## config.mk

```make
export PLATFORM = sky130hd
export DESIGN_NAME = arp_cache_table
export DESIGN_NICKNAME = d
export VERILOG_FILES = /design/src/hdl/arpc_pkg.sv /design/src/hdl/arpc_store.sv /design/src/hdl/arpc_ctrl.sv /design/src/hdl/arp_cache_table.sv
export SDC_FILE = /design/constraint.sdc
export NUM_CORES = 1
export LEC_CHECK = 0
export BUFFER_PORTS_ARGS = -buffer_cell sky130_fd_sc_hd__buf_2
export CAP_MARGIN = 20
export CORE_UTILIZATION = 30
export CTS_CLUSTER_DIAMETER = 60
export DETAILED_ROUTE_END_ITERATION = 6
export PLACE_DENSITY = 0.42
export SYNTH_ARGS = -nofsm -noshare
export SYNTH_HDL_FRONTEND = slang
export SYNTH_HIERARCHICAL = 1
export SYNTH_SLANG_ARGS = --single-unit
```

## constraint.sdc

```tcl
create_clock -name clk -period 17 [get_ports clk]
set_input_delay 2.55 -clock clk [delete_from_list [all_inputs] [get_ports clk]]
set_output_delay 2.55 -clock clk [all_outputs]
set_load 0.02 [all_outputs]
```

## src/hdl/arpc_pkg.sv

```systemverilog
package arpc_pkg;

	localparam int PORTS = 16;

	localparam logic [1:0] MODE_LOOKUP = 2'd0;
	localparam logic [1:0] MODE_LEARN  = 2'd1;
	localparam logic [1:0] MODE_DELETE = 2'd2;
	localparam logic [1:0] MODE_CLEAR  = 2'd3;

	localparam logic [2:0] ST_HIT       = 3'd0;
	localparam logic [2:0] ST_MISS      = 3'd1;
	localparam logic [2:0] ST_ADDED     = 3'd2;
	localparam logic [2:0] ST_UNCHANGED = 3'd3;
	localparam logic [2:0] ST_REPLACED  = 3'd4;
	localparam logic [2:0] ST_DELETED   = 3'd5;
	localparam logic [2:0] ST_FULL      = 3'd6;
	localparam logic [2:0] ST_CLEARED   = 3'd7;

	typedef struct packed {
		logic [31:0] ip;
		logic [47:0] mac;
		logic [3:0]  port;
	} entry_t;

	typedef struct packed {
		logic   wr_en;
		logic   set_valid;
		logic   clr_valid;
		logic   clr_all;
		entry_t ent;
	} wr_cmd_t;

	typedef struct packed {
		logic        found;
		logic [47:0] mac;
		logic [3:0]  port;
		logic [2:0]  status;
	} result_t;

endpackage

```

## src/hdl/arpc_store.sv

```systemverilog
module arpc_store #(
	parameter int ENTRIES = 16,
	localparam int IDX_W = (ENTRIES > 1) ? $clog2(ENTRIES) : 1
) (
	input  logic                clk,
	input  logic                arst_n,
	input  logic                rd_en,
	input  logic [IDX_W-1:0]    rd_addr,
	output logic                rd_valid_s1,
	output arpc_pkg::entry_t    rd_ent_s1,
	input  arpc_pkg::wr_cmd_t   wr,
	input  logic [IDX_W-1:0]    wr_addr
);

	arpc_pkg::entry_t       mem [ENTRIES];
	logic [ENTRIES-1:0]     valid_q;

	always_ff @(posedge clk) begin
		if (wr.wr_en) begin
			mem[wr_addr] <= wr.ent;
		end
		if (rd_en) begin
			rd_ent_s1 <= mem[rd_addr];
		end
	end

	always_ff @(posedge clk or negedge arst_n) begin
		if (!arst_n) begin
			valid_q <= '0;
			rd_valid_s1 <= 1'b0;
		end else begin
			if (wr.clr_all) begin
				valid_q <= '0;
			end else if (wr.set_valid) begin
				valid_q[wr_addr] <= 1'b1;
			end else if (wr.clr_valid) begin
				valid_q[wr_addr] <= 1'b0;
			end
			if (rd_en) begin
				rd_valid_s1 <= valid_q[rd_addr];
			end
		end
	end

endmodule

```

## src/hdl/arpc_ctrl.sv

```systemverilog
module arpc_ctrl #(
	parameter int ENTRIES = 16,
	localparam int IDX_W = (ENTRIES > 1) ? $clog2(ENTRIES) : 1
) (
	input  logic                clk,
	input  logic                arst_n,
	input  logic                in_valid,
	output logic                in_stall,
	input  logic [1:0]          mode,
	input  logic [31:0]         ip_address,
	input  logic [47:0]         mac_address,
	input  logic [3:0]          port_index,
	input  logic                res_ready,
	output logic                res_vld,
	output arpc_pkg::result_t   res,
	output logic                rd_en,
	output logic [IDX_W-1:0]    rd_addr,
	input  logic                rd_valid_s1,
	input  arpc_pkg::entry_t    rd_ent_s1,
	output arpc_pkg::wr_cmd_t   wr,
	output logic [IDX_W-1:0]    wr_addr
);

	localparam logic [1:0] S_IDLE   = 2'd0;
	localparam logic [1:0] S_SCAN   = 2'd1;
	localparam logic [1:0] S_DECIDE = 2'd2;
	localparam logic [IDX_W-1:0] LAST = IDX_W'(ENTRIES - 1);

	logic [1:0]        state_q;
	logic [1:0]        mode_q;
	logic [31:0]       key_q;
	logic [47:0]       mac_q;
	logic [3:0]        port_q;
	logic              bad_port_q;
	logic [IDX_W-1:0]  rd_addr_q;
	logic              issue_q;
	logic              cmp_vld_s1;
	logic [IDX_W-1:0]  cmp_idx_s1;
	logic              hit_q;
	logic [IDX_W-1:0]  hit_idx_q;
	logic [47:0]       hit_mac_q;
	logic [3:0]        hit_port_q;
	logic              free_vld_q;
	logic [IDX_W-1:0]  free_idx_q;
	logic              in_fire;
	logic              match;
	logic              go;
	arpc_pkg::result_t res_c;
	arpc_pkg::wr_cmd_t wr_c;
	logic [IDX_W-1:0]  wr_addr_c;

	assign in_stall = (state_q != S_IDLE);
	assign in_fire  = in_valid && !in_stall;
	assign rd_en    = (state_q == S_SCAN) && issue_q;
	assign rd_addr  = rd_addr_q;
	// shared key comparator
	assign match    = cmp_vld_s1 && rd_valid_s1 && (rd_ent_s1.ip == key_q);
	assign go       = (state_q == S_DECIDE) && res_ready;
	assign res_vld  = (state_q == S_DECIDE);

	always_ff @(posedge clk) begin
		if (in_fire) begin
			mode_q <= mode;
			key_q <= ip_address;
			mac_q <= mac_address;
			port_q <= port_index;
			bad_port_q <= (9'(port_index) >= 9'(arpc_pkg::PORTS));
		end
		if (match) begin
			hit_idx_q <= cmp_idx_s1;
			hit_mac_q <= rd_ent_s1.mac;
			hit_port_q <= rd_ent_s1.port;
		end
		if (cmp_vld_s1 && !rd_valid_s1 && !free_vld_q) begin
			free_idx_q <= cmp_idx_s1;
		end
		if (rd_en) begin
			cmp_idx_s1 <= rd_addr_q;
		end
	end

	always_ff @(posedge clk or negedge arst_n) begin
		if (!arst_n) begin
			state_q <= S_IDLE;
			rd_addr_q <= '0;
			issue_q <= 1'b0;
			cmp_vld_s1 <= 1'b0;
			hit_q <= 1'b0;
			free_vld_q <= 1'b0;
		end else begin
			cmp_vld_s1 <= rd_en;
			case (state_q)
				S_IDLE: begin
					if (in_fire) begin
						hit_q <= 1'b0;
						free_vld_q <= 1'b0;
						rd_addr_q <= '0;
						issue_q <= 1'b1;
						if (mode == arpc_pkg::MODE_CLEAR ||
						    (mode == arpc_pkg::MODE_LEARN &&
						     9'(port_index) >= 9'(arpc_pkg::PORTS))) begin
							state_q <= S_DECIDE;
						end else begin
							state_q <= S_SCAN;
						end
					end
				end
				S_SCAN: begin
					if (rd_en) begin
						if (rd_addr_q == LAST) begin
							issue_q <= 1'b0;
						end else begin
							rd_addr_q <= rd_addr_q + IDX_W'(1);
						end
					end
					if (cmp_vld_s1 && !rd_valid_s1) begin
						free_vld_q <= 1'b1;
					end
					if (match) begin
						hit_q <= 1'b1;
						state_q <= S_DECIDE;
					end else if (cmp_vld_s1 && cmp_idx_s1 == LAST) begin
						state_q <= S_DECIDE;
					end
				end
				S_DECIDE: begin
					if (go) begin
						state_q <= S_IDLE;
					end
				end
				default: begin
					state_q <= S_IDLE;
				end
			endcase
		end
	end

	always_comb begin
		res_c = '0;
		res_c.status = arpc_pkg::ST_MISS;
		wr_c = '0;
		wr_c.ent.ip = key_q;
		wr_c.ent.mac = mac_q;
		wr_c.ent.port = port_q;
		wr_addr_c = hit_idx_q;
		case (mode_q)
			arpc_pkg::MODE_LOOKUP: begin
				if (hit_q) begin
					res_c.found = 1'b1;
					res_c.mac = hit_mac_q;
					res_c.port = hit_port_q;
					res_c.status = arpc_pkg::ST_HIT;
				end
			end
			arpc_pkg::MODE_LEARN: begin
				if (bad_port_q) begin
					res_c.status = arpc_pkg::ST_MISS;
				end else if (hit_q) begin
					if (hit_mac_q == mac_q && hit_port_q == port_q) begin
						res_c.status = arpc_pkg::ST_UNCHANGED;
					end else begin
						wr_c.wr_en = 1'b1;
						res_c.status = arpc_pkg::ST_REPLACED;
					end
				end else if (free_vld_q) begin
					wr_c.wr_en = 1'b1;
					wr_c.set_valid = 1'b1;
					wr_addr_c = free_idx_q;
					res_c.status = arpc_pkg::ST_ADDED;
				end else begin
					res_c.status = arpc_pkg::ST_FULL;
				end
			end
			arpc_pkg::MODE_DELETE: begin
				if (hit_q) begin
					wr_c.clr_valid = 1'b1;
					res_c.status = arpc_pkg::ST_DELETED;
				end
			end
			arpc_pkg::MODE_CLEAR: begin
				wr_c.clr_all = 1'b1;
				res_c.status = arpc_pkg::ST_CLEARED;
			end
			default: begin
				res_c.status = arpc_pkg::ST_MISS;
			end
		endcase
	end

	assign res     = res_c;
	assign wr      = go ? wr_c : '0;
	assign wr_addr = wr_addr_c;

	a_hit_to_decide: assert property (@(posedge clk) disable iff (!arst_n)
		(state_q == S_SCAN && match) |=> (state_q == S_DECIDE && hit_q))
		else $error("key match did not end the scan");

	a_add_free_only: assert property (@(posedge clk) disable iff (!arst_n)
		wr.set_valid |-> (!hit_q && free_vld_q && wr_addr == free_idx_q))
		else $error("add to a slot that was not free");

	a_found_on_hit: assert property (@(posedge clk) disable iff (!arst_n)
		(go && res.found) |-> (hit_q && mode_q == arpc_pkg::MODE_LOOKUP))
		else $error("found without a lookup hit");

	a_single_write: assert property (@(posedge clk) disable iff (!arst_n)
		$countones({wr.wr_en, wr.clr_valid, wr.clr_all}) <= 1)
		else $error("conflicting table updates");

endmodule

```

## src/hdl/arp_cache_table.sv

```systemverilog
// ARP cache with ENTRIES slots keyed by IPv4 address. Each request carries one
// mode (lookup, learn, delete, clear) and yields exactly one result. Lookup,
// learn and delete walk the table one slot per cycle through a single key
// comparator on a registered memory read, stopping early on a hit. Clear and
// a learn with an out-of-range port skip the walk and go straight to the result.
// in_stall stays high while a request is in work; a finished result waits in
// the output register, so a new request may be taken before it is drained.
// Learn writes the lowest free slot when the key is absent, or reports table
// full when none is free.
module arp_cache_table #(
	parameter int ENTRIES = 16
) (
	input  logic        clk,
	input  logic        arst_n,
	input  logic        in_valid,
	output logic        in_stall,
	input  logic [1:0]  mode,
	input  logic [31:0] ip_address,
	input  logic [47:0] mac_address,
	input  logic [3:0]  port_index,
	output logic        out_valid,
	input  logic        out_stall,
	output logic        found,
	output logic [47:0] found_mac,
	output logic [3:0]  found_port,
	output logic [2:0]  status
);

	localparam int IDX_W = (ENTRIES > 1) ? $clog2(ENTRIES) : 1;

	logic                res_ready;
	logic                res_vld;
	arpc_pkg::result_t   res;
	logic                rd_en;
	logic [IDX_W-1:0]    rd_addr;
	logic                rd_valid_s1;
	arpc_pkg::entry_t    rd_ent_s1;
	arpc_pkg::wr_cmd_t   wr;
	logic [IDX_W-1:0]    wr_addr;
	logic                out_valid_q;
	arpc_pkg::result_t   out_q;

	arpc_ctrl #(
		.ENTRIES(ENTRIES)
	) u_ctrl (
		.clk         (clk),
		.arst_n      (arst_n),
		.in_valid    (in_valid),
		.in_stall    (in_stall),
		.mode        (mode),
		.ip_address  (ip_address),
		.mac_address (mac_address),
		.port_index  (port_index),
		.res_ready   (res_ready),
		.res_vld     (res_vld),
		.res         (res),
		.rd_en       (rd_en),
		.rd_addr     (rd_addr),
		.rd_valid_s1 (rd_valid_s1),
		.rd_ent_s1   (rd_ent_s1),
		.wr          (wr),
		.wr_addr     (wr_addr)
	);

	arpc_store #(
		.ENTRIES(ENTRIES)
	) u_store (
		.clk         (clk),
		.arst_n      (arst_n),
		.rd_en       (rd_en),
		.rd_addr     (rd_addr),
		.rd_valid_s1 (rd_valid_s1),
		.rd_ent_s1   (rd_ent_s1),
		.wr          (wr),
		.wr_addr     (wr_addr)
	);

	assign res_ready = !out_valid_q || !out_stall;

	always_ff @(posedge clk) begin
		if (res_vld && res_ready) begin
			out_q <= res;
		end
	end

	always_ff @(posedge clk or negedge arst_n) begin
		if (!arst_n) begin
			out_valid_q <= 1'b0;
		end else if (res_ready) begin
			out_valid_q <= res_vld;
		end
	end

	assign out_valid  = out_valid_q;
	assign found      = out_q.found;
	assign found_mac  = out_q.mac;
	assign found_port = out_q.port;
	assign status     = out_q.status;

endmodule

```

==> out/qor.yml <==
avgSynthCellArea_um2: 23.90
crit_family: "buffers and inverters"
cts_max_path_buffers: 3
drtIter0Drc: 2463
postSynth.asyncResetShare_pct: 1.685
fillCellCount: 19105
ys_warn_count: 6
synthCells: 2627
ir_drop_uv: 105.0
drt-total-wl_mm: 166.1
h-tree-depth: 4
endpoint_kind: "flop"
min_path_type: "reg -> reg"
fin_skew_ns: 0.03220
ctsHoldBuffers: 0
drtPass1Iterations: 7
whs_ns: 0.3981
clk_latency_ns: 0.81
finalHoldViolations: 0
drv_cap: 0
placed_cell_area_mm2: 0.06694
core_region_area_mm2: 0.2075
die_w_um: 459.5
grt_max_degree: 119
maxClockFrequency_mhz: 182.8
grt_pass1_vias: 30436
finalSetupViolCount: 0
switching_share_pct: 25.96
finalCritPeriodShare_pct: 32.18
fin_cells: 5829
drc: 0
arrival_ns: 5.90
ff2ff_setup_slack_ns: 11.99
postCtsResizedCells: 0
gp_congestion: 0.7217
cts_inserted_buffers: 185
area_growth_pct: 15.82
antenna_found_initial: 11
relSlewSlack_pct: 26.41
netlist_area_mm2: 0.06279
tns_ns: 0
avgViaCountPerCell: 4.796
crit_buf_inv: 5
routedWlPerCell_um: 28.49
dp_hpwl_mm: 91.85
worstPathCellList: "buf_2 -> nand2_1 -> inv_1 -> nor3_4 -> o2111ai_1 -> a21oi_1 -> buf_6 -> and3_4 -> buf_4 -> buf_4"
comb_power_share_pct: 14.5
min_period_ns: 5.471
ys_seq_elements: 1662
die-height_um: 459.5
postRouteAntennaNets: 0
drive_gt1_share_pct: 30.20
cts.clk_slew.worst_paths_ns: 0.06
pwr-share-seq_pct: 47.9
final_util_pct: 35.05
rsz0062_at_grt: "false"
outcome: "completed"
cp_data_required_time_ns: 17.43
criticalPathCategory: "in -> reg"
synth_ff_type: "edfxtp_1"
portBuffers: 147
dp.cells: 5489
start_util_pct: 30.26
worst_pin_slew_ns: 1.104
grt-ovfl-total: 0
final_net_count: 2980
root_buffer: "clkbuf_16"
max_stage_delay_ns: 0.78
yosysUniqueCellTypes: 49
synth_nets: 2718
grt_first_pass_wirelength_mm: 234.4
crit_fanout: 50
cp_slowest_cell: "buf_4"
p_per_area_mw_per_mm2: 138.8
rows: 167
synth_edf_count: 1634
power.switching_uw: 2621
dieArea_mm2: 0.2111
cp-start-kind: "input pin"
cts.sinks: 1662
yosysSeqAreaShare_pct: 79.26
io_pins: 148
drv_slew: 0
track_usage_pct: 15.82
p_clk_share_pct: 37.6
design_area_mm2: 0.07273
intPower_uw: 7476
cts_tree: "done"
num_vias: 27957
path_common_cell: "buf_4"
power_leakage_uw: 0.01958
post-cts-setup-buffers: 0
synth_stat cells, types with 2 or more instances:
library cell | n | area, µm²
nor2b_1 | 4 | 25.02
and4_1 | 3 | 26.28
nand2b_1 | 2 | 12.51
edfxtp_1 | 1634 | 49070
a22o_1 | 2 | 17.52
xor2_1 | 82 | 718.2
nor3_1 | 2 | 10.01
and2_1 | 143 | 894.6
inv_1 | 4 | 15.01
mux4_2 | 424 | 9549
nand4_1 | 8 | 50.05
mux2i_1 | 3 | 30.03
a32oi_1 | 9 | 78.83
nor4_2 | 2 | 25.02
xnor2_1 | 2 | 17.52
or3_1 | 2 | 12.51
buf_6 | 8 | 90.09
a22oi_1 | 8 | 60.06
nand3_1 | 13 | 65.06
a21oi_1 | 5 | 25.02
mux2_2 | 7 | 78.83
and4b_1 | 4 | 40.04
clkbuf_1 | 64 | 240.2
nor4_1 | 26 | 162.7
buf_1 | 9 | 33.78
nor2_1 | 28 | 105.1
o21ai_0 | 8 | 40.04
and3_1 | 13 | 81.33
dfrtp_1 | 28 | 700.7
buf_2 | 14 | 70.07
nand2_1 | 19 | 71.32
buf_4 | 30 | 225.2
cell usage in the layout, fill, tap and decap left out, types with 9 or more instances in the layout:
master and count:
mux4_2 424, buf_2 147, a32oi_1 9, bufinv_16 10, nand3_1 13, clkbuf_16 186, clkbuf_1 54, edfxtp_1 1634
clkinv_2 27, clkinv_1 33, buf_4 48, dfrtp_1 24, nor2_1 27, and3_4 10, nand2_1 19, xor2_1 81
and2_1 136, nor4_1 24
cells by family (layout without fill, tap and decap cells):
family | after synthesis | after routing | synth area share (%)
buffers and inverters | 131 | 544 | 1.088
and+or+nand+nor | 274 | 274 | 2.596
adders and majority gates | 1 | 1 | 0.01992
DFF | 1662 | 1662 | 79.26
AOI/OAI and AO/OA | 41 | 41 | 0.4862
muxes | 434 | 434 | 15.38
other | 0 | 1 | 0
xor gates and xnor gates | 84 | 84 | 1.172
layout make-up:
class / count / area [µm²] / area share (%)
Clock inverter: 96 / 877.1 / 1.206
Inverter: 5 / 18.77 / 0.02581
Timing Repair Buffer: 201 / 1222 / 1.681
Multi-Input combinational cell: 834 / 12450 / 17.12
Clock buffer: 242 / 4885 / 6.716
Antenna cell: 1 / 2.502 / 0.003441
Tap cell: 2788 / 3488 / 4.796
Sequential cell: 1662 / 49780 / 68.45
per-layer routing:
layer  track usage [%]  routed length (µm)  vias up
li1                  -                   -    11642
met1             20.47               70850    15422
met2             27.77               85960      673
met3             2.393                6236      218
met4             3.730                2997        2
met5                 0                  13        -
power groups by stage:
stage	Sequential [µW]	Combinational, µW	Clock [µW]
3_5_place_dp	4940	1500	0
4_1_cts	4860	1500	3910
3_3_place_gp	4940	1490	0
5_1_grt	4850	1580	4070
2_1_floorplan	4790	1160	0
6_report	4830	1460	3800
final timing paths:
check,from,to,cells past startpoint
worst max-delay path,out_stall,u_store/mem[4][25],10
worst min-delay path,u_store/rd_ent_s1[43],u_ctrl/hit_mac_q[39],0
worst max register to register,u_ctrl/mac_q[45],u_store/mem[4][25],10
worst min register to register,u_store/rd_ent_s1[43],u_ctrl/hit_mac_q[39],0
max in group asynchronous,arst_n,u_ctrl/rd_addr[3],1
min in group asynchronous,arst_n,u_ctrl/rd_addr[2],1
sequential cells by signal (all words and copies together), names as in the netlist, 16 cells and up:
signal,flops
u_store/mem,1344
u_ctrl/mac_q,48
found_mac,48
u_store/valid_q,16
u_ctrl/hit_mac_q,48
u_ctrl/key_q,32
u_store/rd_ent_s1,84
per-stage QoR:
step	worst slack, ns	total power, µW
4_1_cts	11.55	10280
3_5_place_dp	10.69	6444
2_1_floorplan	9.894	5952
6_report	11.53	10100
5_1_grt	11.38	10490
3_3_place_gp	10.21	6432
worst register-to-register path: stages (launching register included):
cell and delay, ns:
edfxtp_1 0.45, xor2_1 0.18, buf_4 0.18, nor4_1 0.51, nand4_1 0.45, nor4_2 0.89, a21oi_1 0.51, buf_6 0.27
and3_4 0.22, buf_4 0.40, buf_4 0.61
(Power assumes the default switching activity.)
